<file path="src/design/dtcf_pkg.sv">
// ----------------------------------------------------------------------------
// dtcf_pkg
// Shared constants and types for the decimal text to hundredths converter.
// ----------------------------------------------------------------------------
`timescale 1ns / 1ps
`default_nettype none

package dtcf_pkg;

    // Largest whole part accepted
    localparam int WHOLE_LIMIT = 100000000;

    localparam int CHAR_W  = 8;
    localparam int DIGIT_W = 4;
    localparam int WHOLE_W = $clog2(WHOLE_LIMIT + 1);
    // whole * 10 + digit before the limit check
    localparam int PROD_W  = WHOLE_W + 4;
    localparam int FRAC_W  = 7;
    localparam int COUNT_W = 2;
    localparam int HUND_W  = 35;

    // Largest magnitude a good result can carry
    localparam longint HUND_MAX = longint'(WHOLE_LIMIT) * 100 + 100;

    // Character codes
    localparam logic [CHAR_W-1:0] CH_ZERO  = 8'h30;
    localparam logic [CHAR_W-1:0] CH_NINE  = 8'h39;
    localparam logic [CHAR_W-1:0] CH_POINT = 8'h2E;
    localparam logic [CHAR_W-1:0] CH_PLUS  = 8'h2B;
    localparam logic [CHAR_W-1:0] CH_MINUS = 8'h2D;

    localparam logic [DIGIT_W-1:0] ROUND_DIGIT = 4'd5;

    // Fraction digit counts
    localparam logic [COUNT_W-1:0] CNT_NONE = 2'd0;
    localparam logic [COUNT_W-1:0] CNT_ONE  = 2'd1;
    localparam logic [COUNT_W-1:0] CNT_TWO  = 2'd2;
    localparam logic [COUNT_W-1:0] CNT_SAT  = 2'd3;

    // Final parse state of one text, handed to the output stage
    typedef struct packed {
        logic               ok;
        logic               neg;
        logic [WHOLE_W-1:0] whole;
        logic [FRAC_W-1:0]  frac;
    } t_snap;

endpackage

`default_nettype wire

</file>
<file path="src/design/dtcf_char_if.sv">
// ----------------------------------------------------------------------------
// dtcf_char_if
// Character request channel: one ASCII character per request.
// ----------------------------------------------------------------------------
`timescale 1ns / 1ps
`default_nettype none

interface dtcf_char_if;
    logic                         valid;
    logic                         ready;
    logic [dtcf_pkg::CHAR_W-1:0]  char_code;
    logic                         carries_char;
    logic                         end_of_text;

    modport source (output valid, char_code, carries_char, end_of_text, input ready);
    modport sink   (input valid, char_code, carries_char, end_of_text, output ready);
endinterface

`default_nettype wire

</file>
<file path="src/design/dtcf_res_if.sv">
// ----------------------------------------------------------------------------
// dtcf_res_if
// Result request channel: parse status and value in hundredths.
// ----------------------------------------------------------------------------
`timescale 1ns / 1ps
`default_nettype none

interface dtcf_res_if;
    logic                               valid;
    logic                               ready;
    logic                               ok;
    logic signed [dtcf_pkg::HUND_W-1:0] hundredths;

    modport source (output valid, ok, hundredths, input ready);
    modport sink   (input valid, ok, hundredths, output ready);
endinterface

`default_nettype wire

</file>
<file path="src/design/dtcf_scan.sv">
// ----------------------------------------------------------------------------
// dtcf_scan
// Per-character parse state; gives the final state of a text on its last request.
// ----------------------------------------------------------------------------
`timescale 1ns / 1ps
`default_nettype none

module dtcf_scan (
    input  wire                          i_clk,
    input  wire                          i_rst_n,
    input  wire                          i_take,
    input  wire [dtcf_pkg::CHAR_W-1:0]   i_char,
    input  wire                          i_has,
    input  wire                          i_last,
    output dtcf_pkg::t_snap              o_snap
);

    logic                            r_at_start, n_at_start;
    logic                            r_in_frac,  n_in_frac;
    logic                            r_neg,      n_neg;
    logic [dtcf_pkg::WHOLE_W-1:0]    r_whole,    n_whole;
    logic [dtcf_pkg::FRAC_W-1:0]     r_frac,     n_frac;
    logic [dtcf_pkg::COUNT_W-1:0]    r_count,    n_count;
    logic [dtcf_pkg::DIGIT_W-1:0]    r_third,    n_third;
    logic                            r_seen,     n_seen;
    logic                            r_err,      n_err;

    logic [dtcf_pkg::DIGIT_W-1:0]    digit;
    logic [dtcf_pkg::PROD_W-1:0]     whole_ext;
    logic [dtcf_pkg::PROD_W-1:0]     prod;
    logic [dtcf_pkg::FRAC_W-1:0]     frac_pad;
    logic                            is_digit;

    assign digit     = i_char[dtcf_pkg::DIGIT_W-1:0];
    assign is_digit  = (i_char >= dtcf_pkg::CH_ZERO) && (i_char <= dtcf_pkg::CH_NINE);
    assign whole_ext = {{(dtcf_pkg::PROD_W-dtcf_pkg::WHOLE_W){1'b0}}, r_whole};
    // whole * 10 + digit as shift-add
    assign prod = (whole_ext << 3) + (whole_ext << 1)
                + {{(dtcf_pkg::PROD_W-dtcf_pkg::DIGIT_W){1'b0}}, digit};

    always_comb begin
        n_at_start = r_at_start;
        n_in_frac  = r_in_frac;
        n_neg      = r_neg;
        n_whole    = r_whole;
        n_frac     = r_frac;
        n_count    = r_count;
        n_third    = r_third;
        n_seen     = r_seen;
        n_err      = r_err;

        if (i_has) begin
            n_at_start = 1'b0;
            if (!r_err) begin
                if (r_at_start && (i_char == dtcf_pkg::CH_PLUS
                                   || i_char == dtcf_pkg::CH_MINUS)) begin
                    n_neg = (i_char == dtcf_pkg::CH_MINUS);
                end else if (!r_in_frac && i_char == dtcf_pkg::CH_POINT) begin
                    n_in_frac = 1'b1;
                end else if (!is_digit) begin
                    n_err = 1'b1;
                end else begin
                    n_seen = 1'b1;
                    if (!r_in_frac) begin
                        n_whole = prod[dtcf_pkg::WHOLE_W-1:0];
                        if (prod > dtcf_pkg::PROD_W'(dtcf_pkg::WHOLE_LIMIT)) begin
                            n_err = 1'b1;
                        end
                    end else begin
                        // frac stays below 10 here, so the result fits
                        if (r_count == dtcf_pkg::CNT_NONE || r_count == dtcf_pkg::CNT_ONE) begin
                            n_frac = (r_frac << 3) + (r_frac << 1)
                                   + {{(dtcf_pkg::FRAC_W-dtcf_pkg::DIGIT_W){1'b0}}, digit};
                        end else if (r_count == dtcf_pkg::CNT_TWO) begin
                            n_third = digit;
                        end
                        if (r_count != dtcf_pkg::CNT_SAT) begin
                            n_count = r_count + 1'b1;
                        end
                    end
                end
            end
        end
    end

    // Pad to two fraction digits, then round on the third
    always_comb begin
        case (n_count)
            dtcf_pkg::CNT_NONE: frac_pad = '0;
            dtcf_pkg::CNT_ONE:  frac_pad = (n_frac << 3) + (n_frac << 1);
            default:            frac_pad = n_frac;
        endcase
    end

    assign o_snap.ok    = !n_err && n_seen;
    assign o_snap.neg   = n_neg;
    assign o_snap.whole = n_whole;
    assign o_snap.frac  = frac_pad + {{(dtcf_pkg::FRAC_W-1){1'b0}},
                                      (n_third >= dtcf_pkg::ROUND_DIGIT)};

    always_ff @(posedge i_clk) begin
        if (!i_rst_n) begin
            r_at_start <= 1'b1;
            r_in_frac  <= 1'b0;
            r_neg      <= 1'b0;
            r_whole    <= '0;
            r_frac     <= '0;
            r_count    <= dtcf_pkg::CNT_NONE;
            r_third    <= '0;
            r_seen     <= 1'b0;
            r_err      <= 1'b0;
        end else if (i_take) begin
            if (i_last) begin
                r_at_start <= 1'b1;
                r_in_frac  <= 1'b0;
                r_neg      <= 1'b0;
                r_whole    <= '0;
                r_frac     <= '0;
                r_count    <= dtcf_pkg::CNT_NONE;
                r_third    <= '0;
                r_seen     <= 1'b0;
                r_err      <= 1'b0;
            end else begin
                r_at_start <= n_at_start;
                r_in_frac  <= n_in_frac;
                r_neg      <= n_neg;
                r_whole    <= n_whole;
                r_frac     <= n_frac;
                r_count    <= n_count;
                r_third    <= n_third;
                r_seen     <= n_seen;
                r_err      <= n_err;
            end
        end
    end

endmodule

`default_nettype wire

</file>
<file path="src/design/decimal_text_to_centi_fixed.sv">
// ----------------------------------------------------------------------------
// decimal_text_to_centi_fixed
// Streams an ASCII decimal number, one character per request, into a signed
// value in hundredths.
//
// Channels: i_chr takes one request per character (char_code, carries_char,
// end_of_text); o_res returns one request (ok, hundredths) per text, made on
// the request marked end_of_text. A request with carries_char low only ends
// the text or is skipped.
// Throughput: one character per cycle while i_chr.ready is high, texts back to
// back with no gap; the parse state loop (whole * 10 + digit and the limit
// compare) updates on each character taken. Pipeline: when its last character
// is taken, the final parse state of a text enters the snapshot register, then
// passes through the x100 scaling and sign into the output register.
// Reset: synchronous, active low; the parse state returns to the start of a
// text and both result stages empty.
// Stall: when o_res is held off, the snapshot stage keeps filling; once both
// stages are full i_chr.ready falls until the receiver takes a result.
// ----------------------------------------------------------------------------
`timescale 1ns / 1ps
`default_nettype none

module decimal_text_to_centi_fixed (
    input  wire          i_clk,
    input  wire          i_rst_n,
    dtcf_char_if.sink    i_chr,
    dtcf_res_if.source   o_res
);

    // Handshake and stage enables
    logic                            take;
    logic                            a_ready;
    logic                            b_ready;

    // Snapshot stage: final parse state of a finished text
    dtcf_pkg::t_snap                 snap;
    logic                            r_a_vld;
    dtcf_pkg::t_snap                 r_a_snap;

    // Output stage
    logic                            r_b_vld;
    logic                            r_b_ok;
    logic [dtcf_pkg::HUND_W-1:0]     r_b_hund, n_b_hund;

    // Scaling datapath
    logic [dtcf_pkg::HUND_W-1:0]     whole_ext;
    logic [dtcf_pkg::HUND_W-1:0]     total;

    // Ready chains back from the receiver through both stages
    assign b_ready     = !r_b_vld || o_res.ready;
    assign a_ready     = !r_a_vld || b_ready;
    assign i_chr.ready = a_ready;
    assign take        = i_chr.valid && a_ready;

    dtcf_scan u_scan (
        .i_clk  (i_clk),
        .i_rst_n(i_rst_n),
        .i_take (take),
        .i_char (i_chr.char_code),
        .i_has  (i_chr.carries_char),
        .i_last (i_chr.end_of_text),
        .o_snap (snap)
    );

    always_ff @(posedge i_clk) begin
        if (!i_rst_n) begin
            r_a_vld <= 1'b0;
        end else if (a_ready) begin
            r_a_vld <= take && i_chr.end_of_text;
        end
    end

    always_ff @(posedge i_clk) begin
        if (a_ready) begin
            r_a_snap <= snap;
        end
    end

    // whole * 100 = whole * 64 + whole * 32 + whole * 4, wrapping at 35 bits
    assign whole_ext = {{(dtcf_pkg::HUND_W-dtcf_pkg::WHOLE_W){1'b0}}, r_a_snap.whole};
    assign total     = (whole_ext << 6) + (whole_ext << 5) + (whole_ext << 2)
                     + {{(dtcf_pkg::HUND_W-dtcf_pkg::FRAC_W){1'b0}}, r_a_snap.frac};

    always_comb begin
        if (!r_a_snap.ok) begin
            n_b_hund = '0;
        end else if (r_a_snap.neg) begin
            n_b_hund = '0 - total;
        end else begin
            n_b_hund = total;
        end
    end

    always_ff @(posedge i_clk) begin
        if (!i_rst_n) begin
            r_b_vld <= 1'b0;
        end else if (b_ready) begin
            r_b_vld <= r_a_vld;
        end
    end

    always_ff @(posedge i_clk) begin
        if (b_ready) begin
            r_b_ok   <= r_a_snap.ok;
            r_b_hund <= n_b_hund;
        end
    end

    assign o_res.valid      = r_b_vld;
    assign o_res.ok         = r_b_ok;
    assign o_res.hundredths = r_b_hund;

`ifndef SYNTHESIS
    // A failed parse carries a zero value
    a_fail_is_zero: assert property (@(posedge i_clk) disable iff (!i_rst_n)
        (o_res.valid && !o_res.ok) |-> (o_res.hundredths == '0))
        else $error("failed parse with non-zero value");

    // The last character of a text always fills the snapshot stage
    a_last_fills_snap: assert property (@(posedge i_clk) disable iff (!i_rst_n)
        (take && i_chr.end_of_text) |=> r_a_vld)
        else $error("end of text lost");

    // A good result stays within the whole-part limit
    a_ok_in_range: assert property (@(posedge i_clk) disable iff (!i_rst_n)
        (o_res.valid && o_res.ok) |->
            (longint'(o_res.hundredths) <= dtcf_pkg::HUND_MAX
             && longint'(o_res.hundredths) >= -dtcf_pkg::HUND_MAX))
        else $error("good result out of range");

    // Stalled output stage holds its result
    a_stall_hold: assert property (@(posedge i_clk) disable iff (!i_rst_n)
        (r_b_vld && !o_res.ready) |=> (r_b_vld && $stable(r_b_hund) && $stable(r_b_ok)))
        else $error("stalled result changed");
`endif

endmodule

`default_nettype wire
</file>
<file path="src/flat_wrapper.sv">
// flat-port wrapper written by rule: the top's interface ports become plain ports
module decimal_text_to_centi_fixed_flat 
  (i_clk, i_rst_n, i_chr_valid, i_chr_char_code, i_chr_carries_char, i_chr_end_of_text, i_chr_ready, o_res_valid, o_res_ok, o_res_hundredths, o_res_ready);
  dtcf_char_if i_chr_i ();
  dtcf_res_if o_res_i ();
  input  wire i_clk;
  input  wire i_rst_n;
  input wire logic [$bits(i_chr_i.valid)-1:0] i_chr_valid;
  input wire logic [$bits(i_chr_i.char_code)-1:0] i_chr_char_code;
  input wire logic [$bits(i_chr_i.carries_char)-1:0] i_chr_carries_char;
  input wire logic [$bits(i_chr_i.end_of_text)-1:0] i_chr_end_of_text;
  output wire logic [$bits(i_chr_i.ready)-1:0] i_chr_ready;
  output wire logic [$bits(o_res_i.valid)-1:0] o_res_valid;
  output wire logic [$bits(o_res_i.ok)-1:0] o_res_ok;
  output wire logic [$bits(o_res_i.hundredths)-1:0] o_res_hundredths;
  input wire logic [$bits(o_res_i.ready)-1:0] o_res_ready;
  assign i_chr_i.valid = i_chr_valid;
  assign i_chr_i.char_code = i_chr_char_code;
  assign i_chr_i.carries_char = i_chr_carries_char;
  assign i_chr_i.end_of_text = i_chr_end_of_text;
  assign i_chr_ready = i_chr_i.ready;
  assign o_res_valid = o_res_i.valid;
  assign o_res_ok = o_res_i.ok;
  assign o_res_hundredths = o_res_i.hundredths;
  assign o_res_i.ready = o_res_ready;
  decimal_text_to_centi_fixed u_core (.i_clk(i_clk), .i_rst_n(i_rst_n), .i_chr(i_chr_i), .o_res(o_res_i));
endmodule
</file>
<file path="config.mk">
export PLATFORM = sky130hd
export DESIGN_NAME = decimal_text_to_centi_fixed_flat
export DESIGN_NICKNAME = d
export VERILOG_FILES = /design/src/design/dtcf_pkg.sv /design/src/design/dtcf_char_if.sv /design/src/design/dtcf_res_if.sv /design/src/design/dtcf_scan.sv /design/src/design/decimal_text_to_centi_fixed.sv /design/src/flat_wrapper.sv
export SDC_FILE = /design/constraint.sdc
export NUM_CORES = 1
export LEC_CHECK = 0
export BUFFER_PORTS_ARGS = -buffer_cell sky130_fd_sc_hd__buf_2
export CAP_MARGIN = 10
export CORE_ASPECT_RATIO = 0.8
export CORE_MARGIN = 4
export CORE_UTILIZATION = 50
export CTS_CLUSTER_SIZE = 30
export DETAILED_ROUTE_END_ITERATION = 6
export MAX_ROUTING_LAYER = met4
export PLACE_DENSITY = 0.8
export SLEW_MARGIN = 20
export SYNTH_ARGS = -nofsm -noshare
export SYNTH_HDL_FRONTEND = slang
export SYNTH_SLANG_ARGS = --single-unit
</file>
<file path="constraint.sdc">
create_clock -name i_clk -period 5.3 [get_ports i_clk]
set_input_delay 0.265 -clock i_clk [delete_from_list [all_inputs] [get_ports i_clk]]
set_output_delay 0.265 -clock i_clk [all_outputs]
set_load 0.03 [all_outputs]
</file>
# Word level (Yosys, flattened, before mapping)
# Index checks and enable logic that the tools add are counted.
[word_totals]
out_inout_bits = 38
input_bits = 14
ff_bits = 119
elab_cells = 120
[op_classes]
muxes = 59
n_eq_ne = 9
magnitude_cmp = 4
add_sub_neg = 11
reduce_logical = 20
[op_table]
columns = ["op", "n"]
rows = [
  ["2-to-1 mux 27 bit", 7],
  ["2-to-1 mux 7 bit", 8],
  ["2-to-1 mux 4 bit", 9],
  ["adder 35 x 29 -> 35 bit", 1],
  ["adder 35 x 7 -> 35 bit", 1],
  ["2-to-1 mux 35 bit", 1],
  ["subtractor 1 x 35 -> 35 bit (first input constant)", 1],
  ["adder 33 x 32 -> 34 bit", 1],
  ["adder 30 x 28 -> 31 bit", 1],
  ["adder 31 x 4 -> 31 bit", 1],
  ["> comparator 31 x 27 -> 1 bit (second input constant)", 1],
  ["2-to-1 mux 1 bit", 25],
  ["== test 8 x 6 -> 1 bit (second input constant)", 3],
  ["2-to-1 mux 2 bit", 8],
  ["adder 7 bit", 2],
  ["case mux 7 bit (2 select lines)", 1],
  [">= comparator 8 x 6 -> 1 bit (second input constant)", 1],
  ["less-or-equal comparator 8 x 6 -> 1 bit (second input constant)", 1],
  ["adder 7 x 1 -> 7 bit", 1],
  ["adder 7 x 4 -> 7 bit", 1],
  ["logical AND 1 bit", 6],
  ["!= test 2 bit (second input constant)", 3],
  ["AND reduction 5 bit", 1],
  ["== test 2 x 1 -> 1 bit (second input constant)", 2],
  ["8 further kinds", 16],
]

# Logic depth before layout (Yosys ltp)
# Gate-level depths: netlist of the first run.
[logic_depth]
word_depth = 12
mapped_depth = 25
mapped_depth_nobuf = 24

# Cells and area by module
# A second synthesis of the first run with hierarchy kept.
[hier_totals]
cells_unflattened = 1265
area_unflattened_um2 = 11491.0
[modules_own_cells]
columns = ["mod", "area_per_inst_um2", "seq_area_each_um2", "cells_per_inst", "instances"]
rows = [
  ["decimal_text_to_centi_fixed", 6613.8, 2202.1, 669, 1],
  ["dtcf_scan", 4877.2, 900.9, 596, 1],
]

# Least setup slack after synthesis of the first run
# OpenSTA, ideal clock, no wires.
[synth_path]
path_type = "flip-flop to flip-flop"
from = "register u_core.r_a_snap[7] in the netlist's numbering"
to = "register u_core.r_b_hund, in the netlist u_core.o_res.hundredths[34] (data pin)"
setup_time_ps = 268
t_required_ps = 5032
setup_slack_ps = -237
path_buffers = 0
stages_incl_launch_ff = 24
period_less_slack_ps = 5537
t_arrival_ps = 5269
path_cell_list = "edfxtp_1 ha_1 inv_1 fa_1 nand2b_1 a21oi_1 o41a_1 a221oi_1 o21ai_0 a21oi_1 o21bai_1 a21oi_1 xnor2_1 ha_1 ha_1 nand2_1 o31a_1 o21ai_0 o21ai_0 xnor2_1 a2111o_1 or4_1 nand2_1 nand4b_1"
[synth_via]
elab_chain_cells = 5
[synth_rtl]
columns = ["element", "line_no", "source"]
rows = [
  ["start, declared", "decimal_text_to_centi_fixed.sv:38", "dtcf_pkg::t_snap r_a_snap;"],
  ["start signal, assigned", "decimal_text_to_centi_fixed.sv:75", "r_a_snap <= snap;"],
  ["adder 33 x 32 -> 34 bit", "decimal_text_to_centi_fixed.sv:81", "assign total = (whole_ext << 6) + (whole_ext << 5) + (whole_ext << 2)"],
  ["adder 35 x 29 -> 35 bit (*)", "decimal_text_to_centi_fixed.sv:81", ""],
  ["adder 35 x 7 -> 35 bit (*)", "decimal_text_to_centi_fixed.sv:82", "+ {{(dtcf_pkg::HUND_W-dtcf_pkg::FRAC_W){1'b0}}, r_a_snap.frac};"],
  ["subtractor 1 x 35 -> 35 bit", "decimal_text_to_centi_fixed.sv:88", "n_b_hund = '0 - total;"],
  ["2-to-1 mux 35 bit (*)", "decimal_text_to_centi_fixed.sv:87", "end else if (r_a_snap.neg) begin"],
  ["end signal, assigned", "decimal_text_to_centi_fixed.sv:105", "r_b_hund <= n_b_hund;"],
  ["end, declared", "decimal_text_to_centi_fixed.sv:43", "logic [dtcf_pkg::HUND_W-1:0] r_b_hund, n_b_hund;"],
]
# Every way passes the cells marked *; elsewhere a longest branch is shown, timed or not.
# A chain may end at the register's enable or synchronous reset.

# Worst setup path after layout of the first run
[layout_path]
from = "register u_core.r_a_snap[10] in the netlist's numbering"
to = "register u_core.r_b_hund, in the netlist u_core.o_res.hundredths[34] (data pin)"
# The elaborated chain is that of the path after synthesis.

==> results.json, run 1 <==
{
  "r2r_slack_ns": -0.05,
  "cts.sinks": 119,
  "path_max_fanout": 7,
  "worstPathRequired_ns": 5.46,
  "r2r_start": "u_core.r_a_snap[10]$_DFFE_PN_",
  "p_int_mw": 1.76,
  "core_um2": 22600,
  "first_global_vias": 10100,
  "stdcell_count": 1792,
  "dieArea_um2": 25500,
  "crit_path_start_kind": "register",
  "synth_edf_count": 72,
  "total_power_mw": 2.32,
  "status": "complete, but fails checks",
  "r2r_end": "u_core.o_res.hundredths[34]$_SDFFCE_PN0P_",
  "synth-main-ff-cell": "edfxtp_1",
  "via_per_inst": 5.91,
  "grt_pass1_wl_um": 48700,
  "numPlacedInstances": 1739,
  "p_sw_mw": 0.565,
  "ys_ff_latch": 119,
  "wl_um": 29300,
  "gp_congestion": 0.961,
  "min_to": "u_core.u_scan.r_at_start$_SDFFE_PN1P_",
  "synthCells": 1342,
  "first_pass_iters": 5,
  "async_reset_ff_share_pct": 0,
  "relSlewSlack_pct": 28.9,
  "grt_usage_pct": 23.7,
  "tritoncts": "built",
  "worstSkewPairLatency_ns": 0.43,
  "combPwrFrac_pct": 8.9,
  "drive_gt1_share_pct": 19.5,
  "max_freq_ghz": 0.187,
  "clk_transition_reported_paths_ns": 0.06,
  "min_path_type": "in -> reg",
  "worst_pin_slew_ns": 1.04,
  "syn_area_per_cell_um2": 8.56,
  "power_leakage_nw": 6.39,
  "routedWlPerCell_um": 16.4,
  "seqPwrFrac_pct": 42.5,
  "die_h_um": 144,
  "antenna_found_initial": 1,
  "grt_max_degree": 45,
  "syn-num-nets": 1511,
  "drc": 0,
  "port_buffers": 51,
  "powerDensity_nw_per_um2": 168,
  "clockRootBuffer": "clkbuf_16",
  "grt_overflow": 0,
  "num_rows": 49,
  "cts_buffer_depth": 2,
  "rsz0062_at_grt": "true",
  "htree_num_levels": 4,
  "hp-start": "i_chr_carries_char",
  "finalCriticalPeriod_ns": 5.35,
  "layout_setup_ws_ns": -0.0490,
  "violations": "setup timing",
  "final_net_count": 1641,
  "pwr-share-clk_pct": 48.6,
  "ioPinCount": 52,
  "syn-cell-area_um2": 11500,
  "hold_path_depth": 3,
  "endpoint_kind": "register",
  "first_iter_violations": 1027,
  "path_class": "reg -> reg",
  "n_fill_cell": 1901,
  "max_cap_violations": 0,
  "reg2reg_depth": 25,
  "cts_buffers": 17,
  "area_delta_synth_final_pct": 20.2,
  "setup_viol": 2,
  "seq_area_frac_synth_pct": 27.0,
  "antenna_left": 0,
  "sw_frac_of_total_pct": 24.3,
  "arrival_ns": 5.51,
  "period_share_pct": 101,
  "vias": 10600,
  "post-dp-hpwl_um": 22100,
  "yosysWarnings": 0,
  "hold_violations": 0,
  "finalClockSkew_ns": 0.0119,
  "fp.dieW_um": 177,
  "drv_slew": 0,
  "ir_drop_v": 0.000215,
  "initial_core_util_pct": 50.9,
  "yosysUniqueCellTypes": 81
}
-- state kept, by name, indices dropped and copies added, names as in the netlist --
register / flops
u_core.r_a_snap: 36
u_core.o_res.hundredths: 35
u_core.u_scan.r_whole: 27
u_core.u_scan.r_frac: 7
u_core.u_scan.r_third: 4
u_core.u_scan.r_count: 2
u_core.o_res.ok: 1
u_core.o_res.valid: 1
u_core.r_a_vld: 1
u_core.u_scan.r_at_start: 1
u_core.u_scan.r_err: 1
u_core.u_scan.r_in_frac: 1
u_core.u_scan.r_neg: 1
u_core.u_scan.r_seen: 1
-- worst max path at each step --
| stage | from | end | cells past startpoint |
|---|---|---|---|
| global route | u_core.r_a_snap[8]$_DFFE_PN_ | u_core.o_res.hundredths[34]$_SDFFCE_PN0P_ | 21 |
| global placement | u_core.r_a_snap[8]$_DFFE_PN_ | u_core.o_res.hundredths[34]$_SDFFCE_PN0P_ | 22 |
| finish | u_core.r_a_snap[10]$_DFFE_PN_ | u_core.o_res.hundredths[34]$_SDFFCE_PN0P_ | 25 |
| CTS | u_core.r_a_snap[7]$_DFFE_PN_ | u_core.o_res.hundredths[33]$_SDFFCE_PN0P_ | 24 |
| detailed placement | u_core.r_a_snap[10]$_DFFE_PN_ | u_core.o_res.hundredths[34]$_SDFFCE_PN0P_ | 22 |
| floorplan | u_core.r_a_snap[8]$_DFFE_PN_ | u_core.o_res.hundredths[34]$_SDFFCE_PN0P_ | 23 |
-- cell type report --
type                            count  area, µm²  share of cell area (%)
Clock buffer                       19        433                    3.14
Tap cell                          306        383                    2.77
Multi-Input combinational cell   1124       8450                    61.2
Inverter                           48        180                    1.30
Sequential cell                   119       3100                    22.5
Antenna cell                        1       2.50                  0.0181
Clock inverter                     13        146                    1.06
Timing Repair Buffer              162       1110                    8.02
-- worst max-delay path, stage by stage (launching register included) --
cell and delay [ns]:
edfxtp_1 0.45, ha_1 0.33, o211ai_1 0.22, a21oi_2 0.06, o41a_1 0.40, o21a_1 0.22
nor2_2 0.12, o21bai_1 0.08, a21oi_2 0.16, xnor2_1 0.13, ha_1 0.28, ha_4 0.23
buf_4 0.16, o21ai_0 0.07, nor2_1 0.08, buf_4 0.15, a2111oi_4 0.28, a21oi_2 0.14
buf_4 0.16, buf_4 0.12, o211ai_1 0.22, a21boi_2 0.11, xnor2_2 0.21, or4_4 0.52
nand2_1 0.08, nand4b_1 0.09
-- per-stage QoR --
step | TNS [ns] | hold WS, ns | setup WS [ns] | utilization, % | area (µm²)
6_report | -0.0607 | 0.153 | -0.0490 | 61.2 | 13800
5_1_grt | -2.33 | 0.160 | -0.280 | 61.2 | 13800
2_1_floorplan | 0 | 0.418 | 0.0359 | - | 11500
3_5_place_dp | -1.04 | 0.436 | -0.190 | 56.1 | 12700
4_1_cts | -0.254 | 0.137 | -0.108 | 59.9 | 13500
3_3_place_gp | -0.0587 | 0.427 | -0.0413 | 56.1 | 12700
-- power groups by stage --
stage	sequential (mW)	clock [mW]	combinational, mW
6_report	0.987	1.13	0.207
4_1_cts	0.987	1.14	0.190
3_3_place_gp	1.01	0	0.169
3_5_place_dp	1.01	0	0.172
5_1_grt	0.987	1.19	0.224
2_1_floorplan	1.02	0	0.103
-- kinds of logic after synthesis --
| kind of cell | Yosys count | synth area share [%] |
|---|---|---|
| adder cells (fa/ha/maj) | 155 | 17.5 |
| AO/OA/AOI/OAI | 404 | 23.7 |
| flip-flops | 119 | 27.0 |
| multiplexers | 11 | 1.02 |
| XOR/XNOR | 109 | 8.31 |
| buffers and inverters | 99 | 3.35 |
| AND/OR/NAND/NOR | 445 | 19.1 |
-- repair_timing --
action,CTS,global route
gates resized for setup,38,53
endpoints found under the hold margin,0,0
hold buffers,0,0
pin swaps,33,36
setup endpoints to repair,13,18
buffers inserted,12,7
-- cells in the mapped netlist (12+ instances only) --
cell	count	area share, %
ha_1	146	16
nand2_1	142	4.6
nor2_1	104	3.4
a21oi_1	85	3.7
o21ai_0	80	3.5
edfxtp_1	72	19
xnor2_1	66	5.0
nor2b_1	50	2.7
inv_1	48	1.6
dfxtp_1	47	8.2
clkbuf_1	45	1.5
xor2_1	43	3.3
a22oi_1	39	2.5
a21o_1	33	2.2
nand3_1	25	1.1
o211ai_1	24	1.6
nor3_1	19	0.83
and2_1	18	0.98
o21a_1	18	1.2
o31ai_1	18	1.2
a211oi_1	16	1.0
o21bai_1	15	0.98
nand2b_1	12	0.65
or3_1	12	0.65
-- routing by layer --
metal	up-vias	wire [µm]	track usage [%]
li1	5251	-	-
met1	4929	14100	32.8
met2	355	12600	35.2
met3	54	1860	3.92
met4	0	748	8.30
met5	-	0	-
-- cells in the final DEF (no fill, tap or decap), types with 7 or more instances in the layout --
cell type / instances
buf_2: 51
a21oi_1: 72
o31ai_1: 11
or3_1: 10
nand3_1: 25
a31oi_1: 8
o211ai_1: 24
nor3b_1: 8
a211oi_1: 14
inv_1: 47
o21ai_1: 11
edfxtp_1: 72
o21bai_1: 13
nand4_1: 9
dfxtp_1: 47
xor2_1: 43
ha_1: 135
ha_4: 9
buf_4: 107
fa_1: 8
a21o_1: 33
nand2_1: 140
o21a_1: 18
a22oi_1: 39
nor3_1: 18
nor2_1: 102
o21ai_0: 68
nand2b_1: 11
nor2b_1: 49
and3_1: 7
xnor2_1: 64
a21oi_2: 11
clkbuf_16: 17
and2_1: 17
(Power assumes the default switching activity.)
==> run 2, diff against run 1 <==
SYNTH_HIERARCHICAL = 1   (was not set)
==> run 2 against run 1 <==
Core utilization down 5.8 points. Hold slack worse by 0.036 ns. Die area about the same. Count of clock-buffer cells in the layout up 8. Worst setup slack better by 0.43 ns. The run now ends clean. Design area down 9.5%. Clock skew down 0.00099 ns. Critical path depth down 10. Final cell count down 10%. Area after synthesis about the same. Largest power group unchanged.
==> results.json, run 2 <==
{
  "sw_frac_of_total_pct": 22.8,
  "regMostFlops": "u_core/r_a_snap",
  "worstPathRequired_ns": 5.44,
  "hold_violations": 0,
  "seqPwrFrac_pct": 43.9,
  "relSlewSlack_pct": 31.4,
  "yosys-top-cells-count": "ha_1, inv_1, nand2_1, edfxtp_1, a21oi_1",
  "diodes": 0,
  "cts.sinks": 119,
  "rsz0062_at_grt": "false",
  "grt_overflow": 0,
  "final_common_cell": "ha_1",
  "dieArea_um2": 25500,
  "area_delta_synth_final_pct": 8.78,
  "synth_top_area_share_pct": 18.8,
  "wl_um": 26500,
  "num_rows": 49,
  "cts_buffer_depth": 2,
  "cts_hold_buf": 0,
  "combPwrFrac_pct": 6.6,
  "power_leakage_nw": 5.85,
  "via_per_inst": 5.96,
  "tritoncts": "built",
  "cts_resized": 0,
  "finalClockSkew_ns": 0.0109,
  "core_um2": 22600,
  "routedWlPerCell_um": 16.5,
  "synth-main-ff-cell": "edfxtp_1",
  "finalSetupTns_ns": 0,
  "max_freq_ghz": 0.203,
  "yosysUniqueCellTypes": 96,
  "vias": 9581,
  "min_path_type": "in -> reg",
  "antenna_found_initial": 1,
  "crit_path_start_kind": "register",
  "max_cap_violations": 0,
  "arrival_ns": 5.06,
  "yosysMostFrequentCell": "ha_1",
  "netlist.top_cell.by_area": "edfxtp_1",
  "status": "finished clean",
  "synth_edf_count": 72,
  "syn-cell-area_um2": 11500,
  "antenna_left": 0,
  "drv_slew": 0,
  "grt_max_degree": 44,
  "cts_buffers": 17,
  "htree_num_levels": 4,
  "n_fill_cell": 2017,
  "worstSkewPairLatency_ns": 0.41,
  "worst_pin_slew_ns": 1.03,
  "gp_congestion": 0.935,
  "placed_area_um2": 11900,
  "finalCriticalPeriod_ns": 4.92,
  "grt_usage_pct": 21.4,
  "port_buffers": 51,
  "drc": 0,
  "path_max_fanout": 7,
  "first_pass_iters": 5,
  "grt_pass1_wl_um": 44100,
  "initial_core_util_pct": 50.9,
  "drive_gt1_share_pct": 11.6,
  "pwr-share-clk_pct": 49.6,
  "ys_ff_latch": 119,
  "ir_drop_v": 0.000145,
  "endpoint_kind": "register",
  "post-dp-hpwl_um": 20500,
  "syn_area_per_cell_um2": 9.08,
  "period_share_pct": 92.9,
  "fin_area_um2": 12500,
  "yosysWarnings": 6,
  "seq_area_frac_synth_pct": 27.0,
  "most-common-layout-cells": "ha_1, inv_1, nand2_1",
  "clockRootBuffer": "clkbuf_16",
  "powerDensity_nw_per_um2": 180,
  "first_iter_violations": 719,
  "ioPinCount": 52,
  "async_reset_ff_share_pct": 0,
  "r2r_slack_ns": 0.38,
  "postCtsSetupBuffers": 0,
  "fp.dieW_um": 177,
  "p_int_mw": 1.74,
  "p_sw_mw": 0.512,
  "die_h_um": 144,
  "clk_transition_reported_paths_ns": 0.06,
  "synthTopCellsByArea": "edfxtp_1, ha_1, dfxtp_1",
  "path_class": "reg -> reg",
  "largest_reg_flops": 36,
  "synthCells": 1265,
  "setup_viol": 0,
  "final_net_count": 1465,
  "syn-num-nets": 1441,
  "first_global_vias": 9249
}
-- run 2: cell count changes after synthesis, sizes merged, moves of 13 or more --
cell    previous run  this run
a21o              33        20
o211ai            24        11
xor2              43        21
fa                 9        31
nor2             104        63
and2              18        47
o21ai             83        66
mux2               6        26
nand2            142        97
inv               48       103
ha               146       131
-- run 2: cells by family (layout without fill, tap and decap cells) --
logic type	count (synthesis)	in the layout	share of synthesized area, %
and+or+nand+nor	383	383	18.0
AOI/OAI and AO/OA	330	330	20.1
adders and majority gates	162	162	19.7
buffers and inverters	155	192	5.65
DFF	119	119	27.0
xor gates and xnor gates	79	79	6.02
muxes	37	37	3.51
-- run 2: per-layer routing --
metal | vias up | part of all wire (%) | track usage [%]
li1 | 4655 | - | -
met1 | 4558 | 46 | 28.1
met2 | 323 | 46 | 35.0
met3 | 45 | 6.0 | 3.63
met4 | 0 | 1.5 | 5.17
met5 | - | 0 | -
-- run 2: critical path, cell delays in order, from the launching register on --
cell and delay, ns:
edfxtp_1 0.39, inv_1 0.13, fa_1 0.42, inv_1 0.09, fa_1 0.42, ha_1 0.40
a211oi_2 0.38, nor3_1 0.14, o31ai_2 0.34, a21oi_1 0.13, or3_1 0.35, a211oi_2 0.40
nand3_1 0.32, nor4_1 0.42, a31oi_1 0.17, mux2i_1 0.15
-- run 2: final cells by class --
type                    instances  area (µm²)  area share [%]
multi-input cells             991        7740            61.9
flip-flops and latches        119        3100            24.8
clock buffers                  27         547            4.37
inverters                     103         387            3.09
well taps                     306         383            3.06
repair buffers                 57         308            2.46
clock inverters                 5        31.3           0.250
-- run 2: path summary, 6_finish.rpt --
path	startpoint	endpoint	cells past startpoint
max reg2reg	u_core/r_a_snap[8]$_DFFE_PN_	u_core/o_res.hundredths[32]$_SDFFCE_PN0P_	15
min reg2reg	u_core/u_scan/r_at_start$_SDFFE_PN1P_	u_core/u_scan/r_at_start$_SDFFE_PN1P_	1
min	i_chr_valid	u_core/r_a_vld$_SDFFE_PN0N_	3
max	u_core/r_a_snap[8]$_DFFE_PN_	u_core/o_res.hundredths[32]$_SDFFCE_PN0P_	15
-- run 2: power groups by stage --
stage               combinational, mW  sequential, mW  clock (mW)
global route                    0.163           0.987        1.18
CTS                             0.146           0.988        1.13
finish                          0.147           0.987        1.11
global placement                0.140            1.01           0
detailed placement              0.145            1.01           0
floorplan                      0.0905            1.02           0
-- run 2: through the flow --
step	util, %	power [mW]	hold WS, ns	cells	worst slack (ns)
2_1_floorplan	-	1.11	0.383	1265	0.965
3_3_place_gp	52.8	1.15	0.435	1575	0.563
3_5_place_dp	52.8	1.15	0.465	1575	0.446
4_1_cts	55.3	2.27	0.105	1607	0.420
5_1_grt	55.4	2.33	0.127	1608	0.000105
6_report	55.4	2.25	0.117	1608	0.378
==> run 3, diff against run 2 <==
CORE_ASPECT_RATIO = 2   (was 0.8)
SLEW_MARGIN = not set   (was 20)
==> run 3 against run 2 <==
Critical path depth stayed put. Hold slack better by 0.052 ns. Non-clock buffer count is 2 higher. Critical path type unchanged.
==> results.json, run 3 (synthesis gave the netlist of run 2 again) <==
{
  "die_h_um": 222,
  "dieArea_um2": 25600,
  "max_cap_violations": 0,
  "relSlewSlack_pct": 33.1,
  "final_net_count": 1467,
  "path_class": "reg -> reg",
  "min_path_type": "in -> reg",
  "powerDensity_nw_per_um2": 182,
  "grt_overflow": 0,
  "grt_pass1_wl_um": 46200,
  "grtUsageMet2_pct": 43.7,
  "cts_buffer_depth": 2,
  "cts.sinks": 119,
  "first_iter_violations": 477,
  "gr-usage-met1_pct": 21.0,
  "endpoint_kind": "register",
  "power_leakage_nw": 5.86,
  "clockRootBuffer": "clkbuf_16",
  "path_max_fanout": 7,
  "fp.dieW_um": 115,
  "cts_buffers": 17,
  "postCtsSetupBuffers": 0,
  "period_share_pct": 94.6,
  "p_int_mw": 1.74,
  "finalCriticalPeriod_ns": 5.01,
  "area_delta_synth_final_pct": 8.79,
  "vias": 9581,
  "seqPwrFrac_pct": 43.3,
  "port_buffers": 51,
  "utilization_pct": 55.2,
  "first_global_vias": 9868,
  "antenna_left": 0,
  "first_pass_iters": 6,
  "numPlacedInstances": 1552,
  "wl_um": 27800,
  "drv_slew": 0,
  "sw_frac_of_total_pct": 23.8,
  "most-common-layout-cells": "ha_1, inv_1, nand2_1",
  "largest_reg_flops": 36,
  "combPwrFrac_pct": 6.5,
  "ir_drop_v": 0.000265,
  "rsz0062_at_grt": "false",
  "grt_use_met3_pct": 2.56,
  "grt_usage_pct": 22.9,
  "setup_viol": 0,
  "regMostFlops": "u_core/r_a_snap",
  "htree_num_levels": 4,
  "finalSetupTns_ns": 0,
  "hold_violations": 0,
  "pwr-share-clk_pct": 50.2,
  "status": "finished clean",
  "stdcell_count": 1584,
  "drive_gt1_share_pct": 12.0,
  "core_um2": 22600,
  "top_usage_layer": "met2",
  "p_sw_mw": 0.543,
  "tritoncts": "built",
  "drc": 0,
  "diodes": 0,
  "total_power_mw": 2.28,
  "max_freq_ghz": 0.199,
  "post-dp-hpwl_um": 22100,
  "arrival_ns": 5.19,
  "worstSkewPairLatency_ns": 0.43,
  "num_rows": 78,
  "worst_pin_slew_ns": 1.00,
  "antenna_found_initial": 0,
  "crit_path_start_kind": "register",
  "grt_max_degree": 44,
  "initial_core_util_pct": 50.8,
  "via_per_inst": 6.05,
  "gp_congestion": 0.949,
  "ioPinCount": 52,
  "routedWlPerCell_um": 17.6,
  "finalClockSkew_ns": 0.00893,
  "clk_transition_reported_paths_ns": 0.05,
  "worstPathRequired_ns": 5.47,
  "n_fill_cell": 2027,
  "final_common_cell": "ha_1"
}
## run 3: cell type report
class / count / area (µm²) / share of cell area (%)
Inverter: 103 / 387 / 3.09
Timing Repair Buffer: 59 / 315 / 2.52
Sequential cell: 119 / 3100 / 24.8
Multi-Input combinational cell: 991 / 7750 / 62.0
Clock buffer: 24 / 536 / 4.28
Clock inverter: 8 / 57.6 / 0.460
Tap cell: 280 / 350 / 2.80
## run 3: worst paths after layout
kind | start | endpoint | slack (ns) | cells past startpoint
worst min register to register | u_core/u_scan/r_at_start$_SDFFE_PN1P_ | u_core/u_scan/r_at_start$_SDFFE_PN1P_ | 0.47 | 1
worst max register to register | u_core/r_a_snap[8]$_DFFE_PN_ | u_core/o_res.hundredths[28]$_SDFFCE_PN0P_ | 0.29 | 15
worst min-delay path | i_chr_carries_char | u_core/u_scan/r_seen$_SDFFE_PN0P_ | 0.17 | 3
worst max-delay path | u_core/r_a_snap[8]$_DFFE_PN_ | u_core/o_res.hundredths[28]$_SDFFCE_PN0P_ | 0.29 | 15
## run 3: timing repair
item / in CTS / in global routing
hold buffers: 0 / 0
resized for setup: 0 / 1
hold endpoints to repair: 0 / 0
setup endpoints to repair: 0 / 2
## run 3: per-layer routing
metal / part of all wire [%] / vias up / routed length [µm]
met1: 35 / 4593 / 9600
met4: 5.3 / 0 / 1470
met3: 2.6 / 97 / 728
met2: 58 / 242 / 16000
met5: 0 / - / 0
li1: - / 4649 / -
## run 3: power groups by stage
stage | sequential, mW | combinational (mW) | clock (mW)
2_1_floorplan | 1.02 | 0.0905 | 0
4_1_cts | 0.987 | 0.148 | 1.16
3_5_place_dp | 1.01 | 0.147 | 0
3_3_place_gp | 1.01 | 0.145 | 0
5_1_grt | 0.988 | 0.162 | 1.21
6_report | 0.987 | 0.149 | 1.15
## run 3: worst max-delay path, stage by stage (launching register included)
cell and delay, ns:
edfxtp_1 0.39, inv_1 0.13, fa_1 0.43, inv_1 0.09
fa_1 0.43, ha_1 0.40, a211oi_2 0.43, nor3_1 0.13
o31ai_2 0.43, nor3b_2 0.31, o221ai_2 0.17, nor3_1 0.35
nand3_1 0.33, o41ai_1 0.42, xor2_1 0.12, and2_1 0.18
## run 3: through the flow
step | hold slack (ns) | setup slack, ns | instance area (µm²)
2_1_floorplan | 0.383 | 0.965 | 11500
3_3_place_gp | 0.436 | 0.433 | 11900
3_5_place_dp | 0.450 | 0.276 | 11900
4_1_cts | 0.151 | 0.263 | 12500
5_1_grt | 0.202 | 0.0127 | 12500
6_report | 0.169 | 0.286 | 12500
